### src/rtl/lfu_pkg.sv
// Shared types and constants for the LFU cache with LRU tie-break.
// Used by lfu_ctrl, lfu_dpath and the top level lfu_cache_lru_tiebreak.
`timescale 1ns / 1ps
`default_nettype none

package lfu_pkg;

    localparam int KEY_W   = 32;
    localparam int VAL_W   = 32;
    localparam int CAP_W   = 5;
    localparam int STAMP_W = 64;

    localparam logic [CAP_W-1:0] CAP_RESET = 5'd16;

    localparam logic REQ_GET = 1'b0;
    localparam logic REQ_PUT = 1'b1;

    typedef struct packed {
        logic latch;
        logic rd;
        logic commit;
    } t_cmd;

endpackage

`default_nettype wire

### src/rtl/lfu_ctrl.sv
// Controller for the LFU cache: request handshake, entry scan sequencing
// and write-back timing. Depends on lfu_pkg for the command struct.
`timescale 1ns / 1ps
`default_nettype none

module lfu_ctrl #(
    parameter int ENTRIES = 16
) (
    input  wire logic                       i_clk,
    input  wire logic                       i_rst_n,
    input  wire logic                       i_start,
    output logic                            o_busy,
    output lfu_pkg::t_cmd                   o_cmd,
    output logic [((ENTRIES > 1) ? $clog2(ENTRIES) : 1)-1:0] o_rd_addr
);

    localparam int IDXW = (ENTRIES > 1) ? $clog2(ENTRIES) : 1;
    localparam logic [IDXW-1:0] LAST_IDX = IDXW'(ENTRIES - 1);

    typedef enum logic [1:0] {
        S_IDLE,
        S_SCAN,
        S_DRAIN,
        S_COMMIT
    } t_state;

    t_state          r_state;
    logic [IDXW-1:0] r_addr;

    always_ff @(posedge i_clk) begin
        if (!i_rst_n) begin
            r_state <= S_IDLE;
            r_addr  <= '0;
        end else begin
            case (r_state)
                S_IDLE: begin
                    r_addr <= '0;
                    if (i_start) begin
                        r_state <= S_SCAN;
                    end
                end
                S_SCAN: begin
                    r_addr <= r_addr + 1'b1;
                    if (r_addr == LAST_IDX) begin
                        r_state <= S_DRAIN;
                    end
                end
                S_DRAIN: begin
                    r_state <= S_COMMIT;
                end
                S_COMMIT: begin
                    r_state <= S_IDLE;
                end
                default: begin
                    r_state <= S_IDLE;
                end
            endcase
        end
    end

    always_comb begin
        o_cmd.latch  = (r_state == S_IDLE) && i_start;
        o_cmd.rd     = (r_state == S_SCAN);
        o_cmd.commit = (r_state == S_COMMIT);
        o_busy       = (r_state != S_IDLE);
        o_rd_addr    = r_addr;
    end

endmodule

`default_nettype wire

### src/rtl/lfu_dpath.sv
// Datapath for the LFU cache: entry storage, scan trackers for match,
// victim and free slot, write-back and result registers. Depends on lfu_pkg.
`timescale 1ns / 1ps
`default_nettype none

module lfu_dpath #(
    parameter int ENTRIES    = 16,
    parameter int COUNT_BITS = 16
) (
    input  wire logic                                       i_clk,
    input  wire logic                                       i_rst_n,
    input  wire lfu_pkg::t_cmd                              i_cmd,
    input  wire logic [((ENTRIES > 1) ? $clog2(ENTRIES) : 1)-1:0] i_rd_addr,
    input  wire logic                                       i_cfg_we,
    input  wire logic [lfu_pkg::CAP_W-1:0]                  i_cfg_wdata,
    input  wire logic                                       i_req_type,
    input  wire logic signed [lfu_pkg::KEY_W-1:0]           i_lookup_key,
    input  wire logic signed [lfu_pkg::VAL_W-1:0]           i_write_value,
    output logic                                            o_done,
    output logic                                            o_hit,
    output logic signed [lfu_pkg::VAL_W-1:0]                o_read_value,
    output logic                                            o_evicted,
    output logic signed [lfu_pkg::KEY_W-1:0]                o_evicted_key
);

    localparam int IDXW = (ENTRIES > 1) ? $clog2(ENTRIES) : 1;
    localparam int CNTW = $clog2(ENTRIES + 1);
    localparam int CMPW = (CNTW > lfu_pkg::CAP_W) ? CNTW : lfu_pkg::CAP_W;
    localparam logic [COUNT_BITS-1:0] COUNT_MAX = '1;
    localparam logic [CMPW-1:0] ENTRIES_C = CMPW'(ENTRIES);

    logic [lfu_pkg::CAP_W-1:0]   r_capacity;
    logic                        r_req_put;
    logic [lfu_pkg::KEY_W-1:0]   r_key;
    logic [lfu_pkg::VAL_W-1:0]   r_wval;

    logic [ENTRIES-1:0]          r_valid;
    logic [lfu_pkg::KEY_W-1:0]   r_mem_key   [ENTRIES];
    logic [lfu_pkg::VAL_W-1:0]   r_mem_val   [ENTRIES];
    logic [COUNT_BITS-1:0]       r_mem_cnt   [ENTRIES];
    logic [lfu_pkg::STAMP_W-1:0] r_mem_stamp [ENTRIES];

    logic                        r_rd_vld;
    logic [IDXW-1:0]             r_rd_idx;
    logic                        r_rd_entry_valid;
    logic [lfu_pkg::KEY_W-1:0]   r_rd_key;
    logic [lfu_pkg::VAL_W-1:0]   r_rd_val;
    logic [COUNT_BITS-1:0]       r_rd_cnt;
    logic [lfu_pkg::STAMP_W-1:0] r_rd_stamp;

    logic                        r_match_found;
    logic [IDXW-1:0]             r_match_idx;
    logic [lfu_pkg::VAL_W-1:0]   r_match_val;
    logic [COUNT_BITS-1:0]       r_match_cnt;
    logic [CNTW-1:0]             r_used;
    logic                        r_vict_found;
    logic [IDXW-1:0]             r_vict_idx;
    logic [COUNT_BITS-1:0]       r_vict_cnt;
    logic [lfu_pkg::STAMP_W-1:0] r_vict_stamp;
    logic [lfu_pkg::KEY_W-1:0]   r_vict_key;
    logic                        r_free_found;
    logic [IDXW-1:0]             r_free_idx;

    logic [lfu_pkg::STAMP_W-1:0] r_stamp_ctr;
    logic                        r_done;
    logic                        r_hit;
    logic [lfu_pkg::VAL_W-1:0]   r_read_value;
    logic                        r_evicted;
    logic [lfu_pkg::KEY_W-1:0]   r_evicted_key;

    logic                        proc;
    logic                        is_match;
    logic                        is_better;
    logic                        is_free;
    logic [CMPW-1:0]             cap_ext;
    logic [CMPW-1:0]             cap_eff;
    logic                        cap_on;
    logic                        do_touch;
    logic                        do_bump;
    logic                        do_upd;
    logic                        miss_put;
    logic                        do_evict;
    logic                        do_ins;
    logic [IDXW-1:0]             wr_idx;
    logic [COUNT_BITS-1:0]       wr_cnt;
    logic                        we_key;
    logic                        we_val;
    logic                        we_cnt;
    logic [lfu_pkg::VAL_W-1:0]   wr_val;

    always_comb begin
        proc      = r_rd_vld && r_rd_entry_valid;
        is_match  = proc && (r_rd_key == r_key) && !r_match_found;
        is_better = proc && (!r_vict_found || (r_rd_cnt < r_vict_cnt) ||
                    ((r_rd_cnt == r_vict_cnt) && (r_rd_stamp < r_vict_stamp)));
        is_free   = r_rd_vld && !r_rd_entry_valid && !r_free_found;

        cap_ext  = CMPW'(r_capacity);
        cap_eff  = (cap_ext > ENTRIES_C) ? ENTRIES_C : cap_ext;
        cap_on   = (cap_eff != '0);
        do_touch = r_match_found && ((r_req_put == lfu_pkg::REQ_GET) || cap_on);
        do_bump  = do_touch && (r_match_cnt != COUNT_MAX);
        do_upd   = (r_req_put == lfu_pkg::REQ_PUT) && cap_on && r_match_found;
        miss_put = (r_req_put == lfu_pkg::REQ_PUT) && cap_on && !r_match_found;
        do_evict = miss_put && (CMPW'(r_used) >= cap_eff) && r_vict_found;
        do_ins   = miss_put && (do_evict || r_free_found);
        wr_idx   = r_match_found ? r_match_idx : (do_evict ? r_vict_idx : r_free_idx);
        wr_cnt   = do_ins ? COUNT_BITS'(1) : (r_match_cnt + 1'b1);
        wr_val   = r_wval;
        we_key   = i_cmd.commit && do_ins;
        we_val   = i_cmd.commit && (do_ins || do_upd);
        we_cnt   = i_cmd.commit && (do_ins || do_bump);
    end

    always_ff @(posedge i_clk) begin
        if (we_key) begin
            r_mem_key[wr_idx] <= r_key;
        end
        if (we_val) begin
            r_mem_val[wr_idx] <= wr_val;
        end
        if (we_cnt) begin
            r_mem_cnt[wr_idx]   <= wr_cnt;
            r_mem_stamp[wr_idx] <= r_stamp_ctr;
        end
        if (i_cmd.rd) begin
            r_rd_key   <= r_mem_key[i_rd_addr];
            r_rd_val   <= r_mem_val[i_rd_addr];
            r_rd_cnt   <= r_mem_cnt[i_rd_addr];
            r_rd_stamp <= r_mem_stamp[i_rd_addr];
        end
    end

    always_ff @(posedge i_clk) begin
        if (!i_rst_n) begin
            r_capacity  <= lfu_pkg::CAP_RESET;
            r_valid     <= '0;
            r_rd_vld    <= 1'b0;
            r_stamp_ctr <= '0;
            r_done      <= 1'b0;
        end else begin
            if (i_cfg_we) begin
                r_capacity <= i_cfg_wdata;
            end
            r_rd_vld <= i_cmd.rd;
            if (we_key) begin
                r_valid[wr_idx] <= 1'b1;
            end
            if (we_cnt) begin
                r_stamp_ctr <= r_stamp_ctr + 1'b1;
            end
            r_done <= i_cmd.commit;
        end
    end

    always_ff @(posedge i_clk) begin
        r_rd_idx         <= i_rd_addr;
        r_rd_entry_valid <= r_valid[i_rd_addr];

        if (i_cmd.latch) begin
            r_req_put     <= i_req_type;
            r_key         <= $unsigned(i_lookup_key);
            r_wval        <= $unsigned(i_write_value);
            r_match_found <= 1'b0;
            r_vict_found  <= 1'b0;
            r_free_found  <= 1'b0;
            r_used        <= '0;
        end else begin
            if (is_match) begin
                r_match_found <= 1'b1;
                r_match_idx   <= r_rd_idx;
                r_match_val   <= r_rd_val;
                r_match_cnt   <= r_rd_cnt;
            end
            if (proc) begin
                r_used <= r_used + 1'b1;
            end
            if (is_better) begin
                r_vict_found <= 1'b1;
                r_vict_idx   <= r_rd_idx;
                r_vict_cnt   <= r_rd_cnt;
                r_vict_stamp <= r_rd_stamp;
                r_vict_key   <= r_rd_key;
            end
            if (is_free) begin
                r_free_found <= 1'b1;
                r_free_idx   <= r_rd_idx;
            end
        end

        if (i_cmd.commit) begin
            r_hit         <= r_match_found;
            r_read_value  <= ((r_req_put == lfu_pkg::REQ_GET) && r_match_found) ?
                             r_match_val : '0;
            r_evicted     <= do_evict;
            r_evicted_key <= do_evict ? r_vict_key : '0;
        end
    end

    assign o_done        = r_done;
    assign o_hit         = r_hit;
    assign o_read_value  = $signed(r_read_value);
    assign o_evicted     = r_evicted;
    assign o_evicted_key = $signed(r_evicted_key);

    // A write-back cycle always produces exactly one result on the next cycle.
    a_commit_done: assert property (@(posedge i_clk) disable iff (!i_rst_n)
        i_cmd.commit |=> o_done)
        else $error("result strobe missing after write-back");

    // An eviction only happens when the key was absent.
    a_evict_miss: assert property (@(posedge i_clk) disable iff (!i_rst_n)
        o_done |-> !(o_hit && o_evicted))
        else $error("eviction reported on a hit");

    // A nonzero read value is only returned on a hit.
    a_read_hit: assert property (@(posedge i_clk) disable iff (!i_rst_n)
        (o_done && (o_read_value != '0)) |-> o_hit)
        else $error("read value returned on a miss");

    // The evicted key is zero unless an entry was removed.
    a_evkey_zero: assert property (@(posedge i_clk) disable iff (!i_rst_n)
        (o_done && !o_evicted) |-> (o_evicted_key == '0))
        else $error("evicted key set without eviction");

endmodule

`default_nettype wire

### src/rtl/lfu_cache_lru_tiebreak.sv
// Top level of the LFU key-value cache with least-recently-reached tie-break.
// Instantiates lfu_ctrl and lfu_dpath; depends on lfu_pkg.
//
// Usage: a request word (req_type, lookup_key, write_value) is taken at a
// rising edge where start is high and busy is low. A get (req_type 0) looks
// up the key; a put (req_type 1) updates or inserts it, evicting the entry
// with the lowest use count (oldest on ties) when the cache is at capacity.
// Exactly one result word is shown for one cycle with o_done high: o_hit,
// o_read_value, o_evicted and o_evicted_key. The receiver cannot stall it.
// Sequence: after the accepting edge the controller scans every entry, reading
// one entry per cycle through the single read port of the entry storage, then
// passes the drain and write-back states; the result strobe is registered from
// the write-back state. The word is taken at the edge that ends the strobe, and
// a new request may be accepted at that same edge, so one request is handled
// at a time.
// Capacity is written through i_cfg_we / i_cfg_wdata; the user must write it
// only while the block is idle, as the block itself does not enforce this.
// Reset clears all valid marks, the stamp counter and sets capacity to 16.
`timescale 1ns / 1ps
`default_nettype none

module lfu_cache_lru_tiebreak #(
    parameter int ENTRIES    = 16,
    parameter int COUNT_BITS = 16
) (
    input  wire logic                              i_clk,
    input  wire logic                              i_rst_n,
    input  wire logic                              start,
    output logic                                   busy,
    input  wire logic                              i_cfg_we,
    input  wire logic [lfu_pkg::CAP_W-1:0]         i_cfg_wdata,
    input  wire logic                              i_req_type,
    input  wire logic signed [lfu_pkg::KEY_W-1:0]  i_lookup_key,
    input  wire logic signed [lfu_pkg::VAL_W-1:0]  i_write_value,
    output logic                                   o_done,
    output logic                                   o_hit,
    output logic signed [lfu_pkg::VAL_W-1:0]       o_read_value,
    output logic                                   o_evicted,
    output logic signed [lfu_pkg::KEY_W-1:0]       o_evicted_key
);

    localparam int IDXW = (ENTRIES > 1) ? $clog2(ENTRIES) : 1;

    lfu_pkg::t_cmd   cmd;
    logic [IDXW-1:0] rd_addr;

    lfu_ctrl #(
        .ENTRIES (ENTRIES)
    ) u_ctrl (
        .i_clk     (i_clk),
        .i_rst_n   (i_rst_n),
        .i_start   (start),
        .o_busy    (busy),
        .o_cmd     (cmd),
        .o_rd_addr (rd_addr)
    );

    lfu_dpath #(
        .ENTRIES    (ENTRIES),
        .COUNT_BITS (COUNT_BITS)
    ) u_dpath (
        .i_clk         (i_clk),
        .i_rst_n       (i_rst_n),
        .i_cmd         (cmd),
        .i_rd_addr     (rd_addr),
        .i_cfg_we      (i_cfg_we),
        .i_cfg_wdata   (i_cfg_wdata),
        .i_req_type    (i_req_type),
        .i_lookup_key  (i_lookup_key),
        .i_write_value (i_write_value),
        .o_done        (o_done),
        .o_hit         (o_hit),
        .o_read_value  (o_read_value),
        .o_evicted     (o_evicted),
        .o_evicted_key (o_evicted_key)
    );

endmodule

`default_nettype wire
### config.mk
export PLATFORM = sky130hd
export DESIGN_NAME = lfu_cache_lru_tiebreak
export DESIGN_NICKNAME = d
export VERILOG_FILES = /design/src/rtl/lfu_pkg.sv /design/src/rtl/lfu_ctrl.sv /design/src/rtl/lfu_dpath.sv /design/src/rtl/lfu_cache_lru_tiebreak.sv
export SDC_FILE = /design/constraint.sdc
export NUM_CORES = 2
export LEC_CHECK = 0
export BUFFER_PORTS_ARGS = -buffer_cell sky130_fd_sc_hd__buf_2
export CORE_MARGIN = 1.5
export CORE_UTILIZATION = 67
export CTS_CLUSTER_DIAMETER = 50
export CTS_CLUSTER_SIZE = 24
export DETAILED_ROUTE_END_ITERATION = 12
export PLACE_DENSITY = 0.88
export SLEW_MARGIN = 20
export SYNTH_ARGS = -nofsm -noshare
export SYNTH_HDL_FRONTEND = slang
export SYNTH_HIERARCHICAL = 1
export SYNTH_SLANG_ARGS = --single-unit
### constraint.sdc
create_clock -name i_clk -period 17.73 [get_ports i_clk]
set_input_delay 1.773 -clock i_clk [delete_from_list [all_inputs] [get_ports i_clk]]
set_output_delay 1.773 -clock i_clk [all_outputs]
set_load 0.005 [all_outputs]
---- Word level (Yosys, flattened, before mapping) ----
Memories as Yosys holds them, arrays and structs flattened. A register that Yosys moved wholly into a read port is not among the register bits.
Index checks and enable logic that the tools add are counted.
storage, ports and cells
  word-level logic and storage cells ...... 112
  output and inout bits ................... 68
  register bits ........................... 409
  memories ................................ 4
  bits of input ports ..................... 74
  memory bits (writable) .................. 2304
operators by class
  equality and inequality tests ........... 9
  mux-type cells .......................... 18
  reduce and logical (&&, ||, !) cells .... 39
  order comparisons ....................... 7
  bitwise gates (word level) .............. 3
  $add $sub $neg .......................... 4
memory list
  memory               depth  bits a word  rd ports  clocked after memory_dff  write ports  RTL line         RTL
  u_dpath.r_mem_stamp  16     64           1         1                         1            lfu_dpath.sv:41  logic [lfu_pkg::STAMP_W-1:0] r_mem_stamp [ENTRIES];
  u_dpath.r_mem_key    16     32           1         1                         1            lfu_dpath.sv:38  logic [lfu_pkg::KEY_W-1:0] r_mem_key [ENTRIES];
  u_dpath.r_mem_val    16     32           1         1                         1            lfu_dpath.sv:39  logic [lfu_pkg::VAL_W-1:0] r_mem_val [ENTRIES];
  u_dpath.r_mem_cnt    16     16           1         1                         1            lfu_dpath.sv:40  logic [COUNT_BITS-1:0] r_mem_cnt [ENTRIES];
operators by type and width
  operator               number
  $add 64x1->64 const B  1
  $lt 64x64->1           1
  $eq 32x32->1           1
  $logic_and 1x1->1      21
  $add 16x1->16 const B  1
  $eq 16x16->1           1
  $lt 16x16->1           1
  $mux 16                1
  $ne 16x16->1 const B   1
  $or 16x16->16          1
  $lt 4x5->1 const B     2
  $mux 1                 8
  $mux 4                 2
  $pmux 2 s4             1
  $pmux 4 s2             1
  $reduce_and 2->1       4
  $logic_or 1x1->1       6
  $add 5x1->5 const B    1
  $ge 5x5->1             1
  $gt 5x5->1 const B     1
  $mux 5                 1
  $reduce_bool 5->1      1
  $add 4x1->4 const B    1
  $bmux 1 s4             1
  other kinds (11)       19

---- Depth between registers and ports, before layout ----
  depth in word-level cells ............... 14
  gate-level depth with buffers ........... 13
  depth with buffers taken out ............ 10

---- Cells and area by module ----
The synthesis kept the hierarchy.
modules (own cells, without submodules)
  module     cells an instance  area an instance (sq um)  times used  seq. area each (sq um)
  lfu_dpath  4751               107713.3                  1           84611.1
  lfu_ctrl   40                 382.9                     1           120.1

---- Worst setup path after synthesis ----
OpenSTA, ideal clock, no wires.
  path type ............................... in2reg
  from .................................... input start
  to ...................................... register u_dpath.r_vict_cnt[0] (enable)
  path buffers ............................ 1
  required time ........................... 16979 ps
  stages on the path ...................... 8
  path slack .............................. 5149 ps
  arrival time ............................ 11830 ps
  cell sequence ........................... and2_2 clkbuf_1 nor2_1 nand4b_1 or4_1 nor3_1 o2111ai_1 o21ai_0
on the way
  longest elaborated chain between the ends .. 3
RTL lines
  what                        RTL line                      RTL
  from (decl)                 lfu_cache_lru_tiebreak.sv:28  input wire logic start,
  $logic_and 1x1->1           lfu_ctrl.sv:62                o_cmd.latch = (r_state == S_IDLE) && i_start;
  $not 1->1 (no line)         -
  $reduce_and 2->1 (no line)  -
  to (signal assigned)        lfu_dpath.sv:181              r_vict_cnt <= r_rd_cnt;
  to (decl)                   lfu_dpath.sv:58               logic [COUNT_BITS-1:0] r_vict_cnt;
Every way passes these cells.
A chain may end at the register's enable or synchronous reset.

==> flow_summary.ini <==
[place]
gp_congestion = 0.820
io_buffer_count = 141
hpwl_um = 135000
placed_cell_area_mm2 = 0.112

[detailed_routing]
wl_per_cell_um = 38.0
routed_wl_um = 278000
vias = 54556
drtIter0Drc = 9439
ant_nets = 0
drc_errors = 2
routed_via_density = 7.45
drt-pass1-iter-count = 11

[setup_path]
path_class = reg -> reg
cp_max_fo = 68
worst-endpoint-required_ns = 18.34
r2r_cells = 6
crit_arrival_ns = 6.55
cp-end-kind = flip-flop
startpoint_type = flip-flop

[run_status]
status = complete, but fails checks
violations = DRC

[yosys]
synth_common_cells = edfxtp_1, mux4_2, clkbuf_1
synth-seq-cells = 2857
yosysTopAreaCell = edfxtp_1
syn_area_per_cell_um2 = 22.6
synth.area.top_cells = edfxtp_1, mux4_2, dfxtp_1
mappedNetlistNets = 4958
ys_types = 72
synth_top_flop_cell = edfxtp_1
synth-edff-count = 2751
synth_cells = 4791
postSynth.asyncResetShare_pct = 0
syn_area_mm2 = 0.108
yosysWarnings = 6
ys_seq_area_share_pct = 78.4
synth_top_area_share_pct = 76.4
yosysMostFrequentCell = edfxtp_1

[layout]
fin_nets = 5173
fin_area_mm2 = 0.118
fin_util_pct = 73.8
area_growth_syn_to_layout_pct = 9.48
nFillCells = 7783
layout-drive-gt1-share_pct = 26.3

[clocking]
root_buffer = clkbuf_16
hold_buffers = 0
clk_path_buf_depth = 3
cts_tree = done
clkLatencyLatePin_ns = 0.88
htree_levels = 4
cts_setup_buffers = 0
cts_resized = 0
cts_buffers = 180
cts_sinks = 2857
path_clk_slew_ns = 0.09

[timing]
max_freq_mhz = 168
rsz0062_at_grt = false
hold_viol_final = 0
fin_setup_tns_ns = 0
setup_viol = 0
period_minus_slack_ns = 5.94
worst_slew_pin_slew_ns = 1.12
fin_crit_sh_pct = 33.5
final_max_slew_viol_count = 0
fin_skew_ns = 0.0424
maxSlewHeadroom_pct = 25.2

[grt]
track_usage_pct = 34.6
overflow = 0
grt_pass1_vias = 55825
grt_max_degree = 136
grt_antenna_before_repair = 5
grt_pass1_wl_um = 397000

[die]
coreArea_mm2 = 0.160
dieArea_mm2 = 0.164
die_x_um = 405
chipHeight_um = 405
ioPinCount = 142
fp-row-count = 147
initial_core_util_pct = 67.4

[pwr]
leakagePower_nw = 36.6
power.density_mw_per_mm2 = 120
ir_drop_mv = 0.114

[run]
cap_violations = 0

[hold_path]
whs_path_depth = 0
hold_class = reg -> reg
-- critical path: stages (launching register included) --
cell and delay, ns:
dfxtp_4 0.78, buf_4 0.92, buf_4 0.95, buf_4 0.94
buf_4 0.89, mux4_2 0.44, mux4_2 0.52
-- routing by layer --
layer	share of wire, %	global-route usage (%)
met1	32	45.1
met2	50	57.1
met3	12	6.80
met4	5.6	16.6
met5	0.0047	0
-- through the flow --
| step | instances | worst slack (ns) | power (mW) | hold WS [ns] |
|---|---|---|---|---|
| 3_3_place_gp | 6984 | 12.12 | 9.44 | 0.406 |
| 5_1_grt | 7321 | 11.69 | 14.5 | 0.444 |
| 4_1_cts | 7320 | 11.86 | 14.2 | 0.437 |
| 3_5_place_dp | 6984 | 11.75 | 9.54 | 0.405 |
| 6_report | 7322 | 11.79 | 14.1 | 0.436 |
| 2_1_floorplan | 4791 | 5.15 | 9.08 | 0.396 |
-- cells by family after synthesis --
| family | Yosys count | synth area share, % |
|---|---|---|
| buffers and inverters | 322 | 1.15 |
| flip-flops | 2857 | 78.4 |
| AO/OA/AOI/OAI | 172 | 1.02 |
| multiplexers | 733 | 15.0 |
| XOR/XNOR | 98 | 0.794 |
| adder cells (fa/ha/maj) | 93 | 1.08 |
| AND/OR/NAND/NOR | 516 | 2.54 |
-- path summary, 6_finish.rpt --
| kind | start | endpoint | slack [ns] |
|---|---|---|---|
| min reg2reg | u_dpath/r_rd_val[16]$_DFFE_PP_ | u_dpath/r_match_val[16]$_DFFE_PP_ | 0.44 |
| min | u_dpath/r_rd_val[16]$_DFFE_PP_ | u_dpath/r_match_val[16]$_DFFE_PP_ | 0.44 |
| max reg2reg | u_ctrl/o_rd_addr[1]$_SDFFE_PN0P_ | u_dpath/r_rd_key[17]$_DFFE_PP_ | 11.79 |
| max | u_ctrl/o_rd_addr[1]$_SDFFE_PN0P_ | u_dpath/r_rd_key[17]$_DFFE_PP_ | 11.79 |
-- where the power goes --
group	leakage [nW]	switching, mW	internal, mW
clock network	3.11	2.46	2.23
logic	7.49	0.769	0.689
registers	26.0	0.268	7.73
total	36.6	3.49	10.7
-- flip-flops by register name (all words and copies together), names as in the netlist, 5 cells and up --
signal	cells
u_dpath/r_mem_stamp	1024
u_dpath/r_mem_key	512
u_dpath/r_mem_val	512
u_dpath/r_mem_cnt	256
u_dpath/r_rd_stamp	64
u_dpath/r_stamp_ctr	64
u_dpath/r_vict_stamp	64
u_dpath/o_evicted_key	32
u_dpath/o_read_value	32
u_dpath/r_key	32
u_dpath/r_match_val	32
u_dpath/r_rd_key	32
u_dpath/r_rd_val	32
u_dpath/r_vict_key	32
u_dpath/r_wval	32
u_dpath/r_match_cnt	16
u_dpath/r_rd_cnt	16
u_dpath/r_valid	16
u_dpath/r_vict_cnt	16
u_dpath/cap_ext	5
u_dpath/r_used	5
-- final cells by class --
| type | instances | area (µm²) | area share [%] |
|---|---|---|---|
| diodes | 2 | 5.00 | 0.00423 |
| flip-flops and latches | 2857 | 84700 | 71.6 |
| well taps | 2160 | 2700 | 2.28 |
| clock buffers | 204 | 4790 | 4.05 |
| inverters | 110 | 413 | 0.349 |
| multi-input cells | 1612 | 22500 | 19.0 |
| clock inverters | 132 | 1620 | 1.37 |
| repair buffers | 245 | 1550 | 1.31 |
-- cell usage in the layout, fill, tap and decap left out, types with 8 or more instances in the layout --
cell type | synthesis | routed
clkinvlp_4 | 0 | 10
clkbuf_16 | 0 | 187
nand4_1 | 32 | 32
xnor2_1 | 61 | 61
nor2_1 | 129 | 94
ha_1 | 93 | 91
a211oi_1 | 16 | 16
a21o_1 | 12 | 12
nor3_2 | 1 | 16
clkinv_2 | 0 | 11
edfxtp_1 | 2751 | 2751
nor2b_1 | 22 | 22
mux4_2 | 713 | 713
clkinv_4 | 0 | 13
o21ai_0 | 33 | 32
inv_8 | 0 | 28
dfxtp_1 | 106 | 102
xor2_1 | 37 | 37
nor3_1 | 36 | 21
inv_1 | 108 | 108
clkbuf_1 | 159 | 12
o21ai_1 | 9 | 8
nor2_4 | 0 | 33
a21oi_1 | 51 | 51
clkinv_8 | 0 | 12
and4_1 | 8 | 8
bufinv_16 | 0 | 11
or3_1 | 8 | 8
buf_2 | 12 | 141
and3_1 | 45 | 45
buf_4 | 0 | 97
nand2_1 | 78 | 77
inv_6 | 0 | 24
mux2i_1 | 20 | 20
nor4_1 | 41 | 40
nand3_1 | 38 | 38
and2_1 | 39 | 39
clkinv_1 | 0 | 9
(Power assumes the default switching activity.)
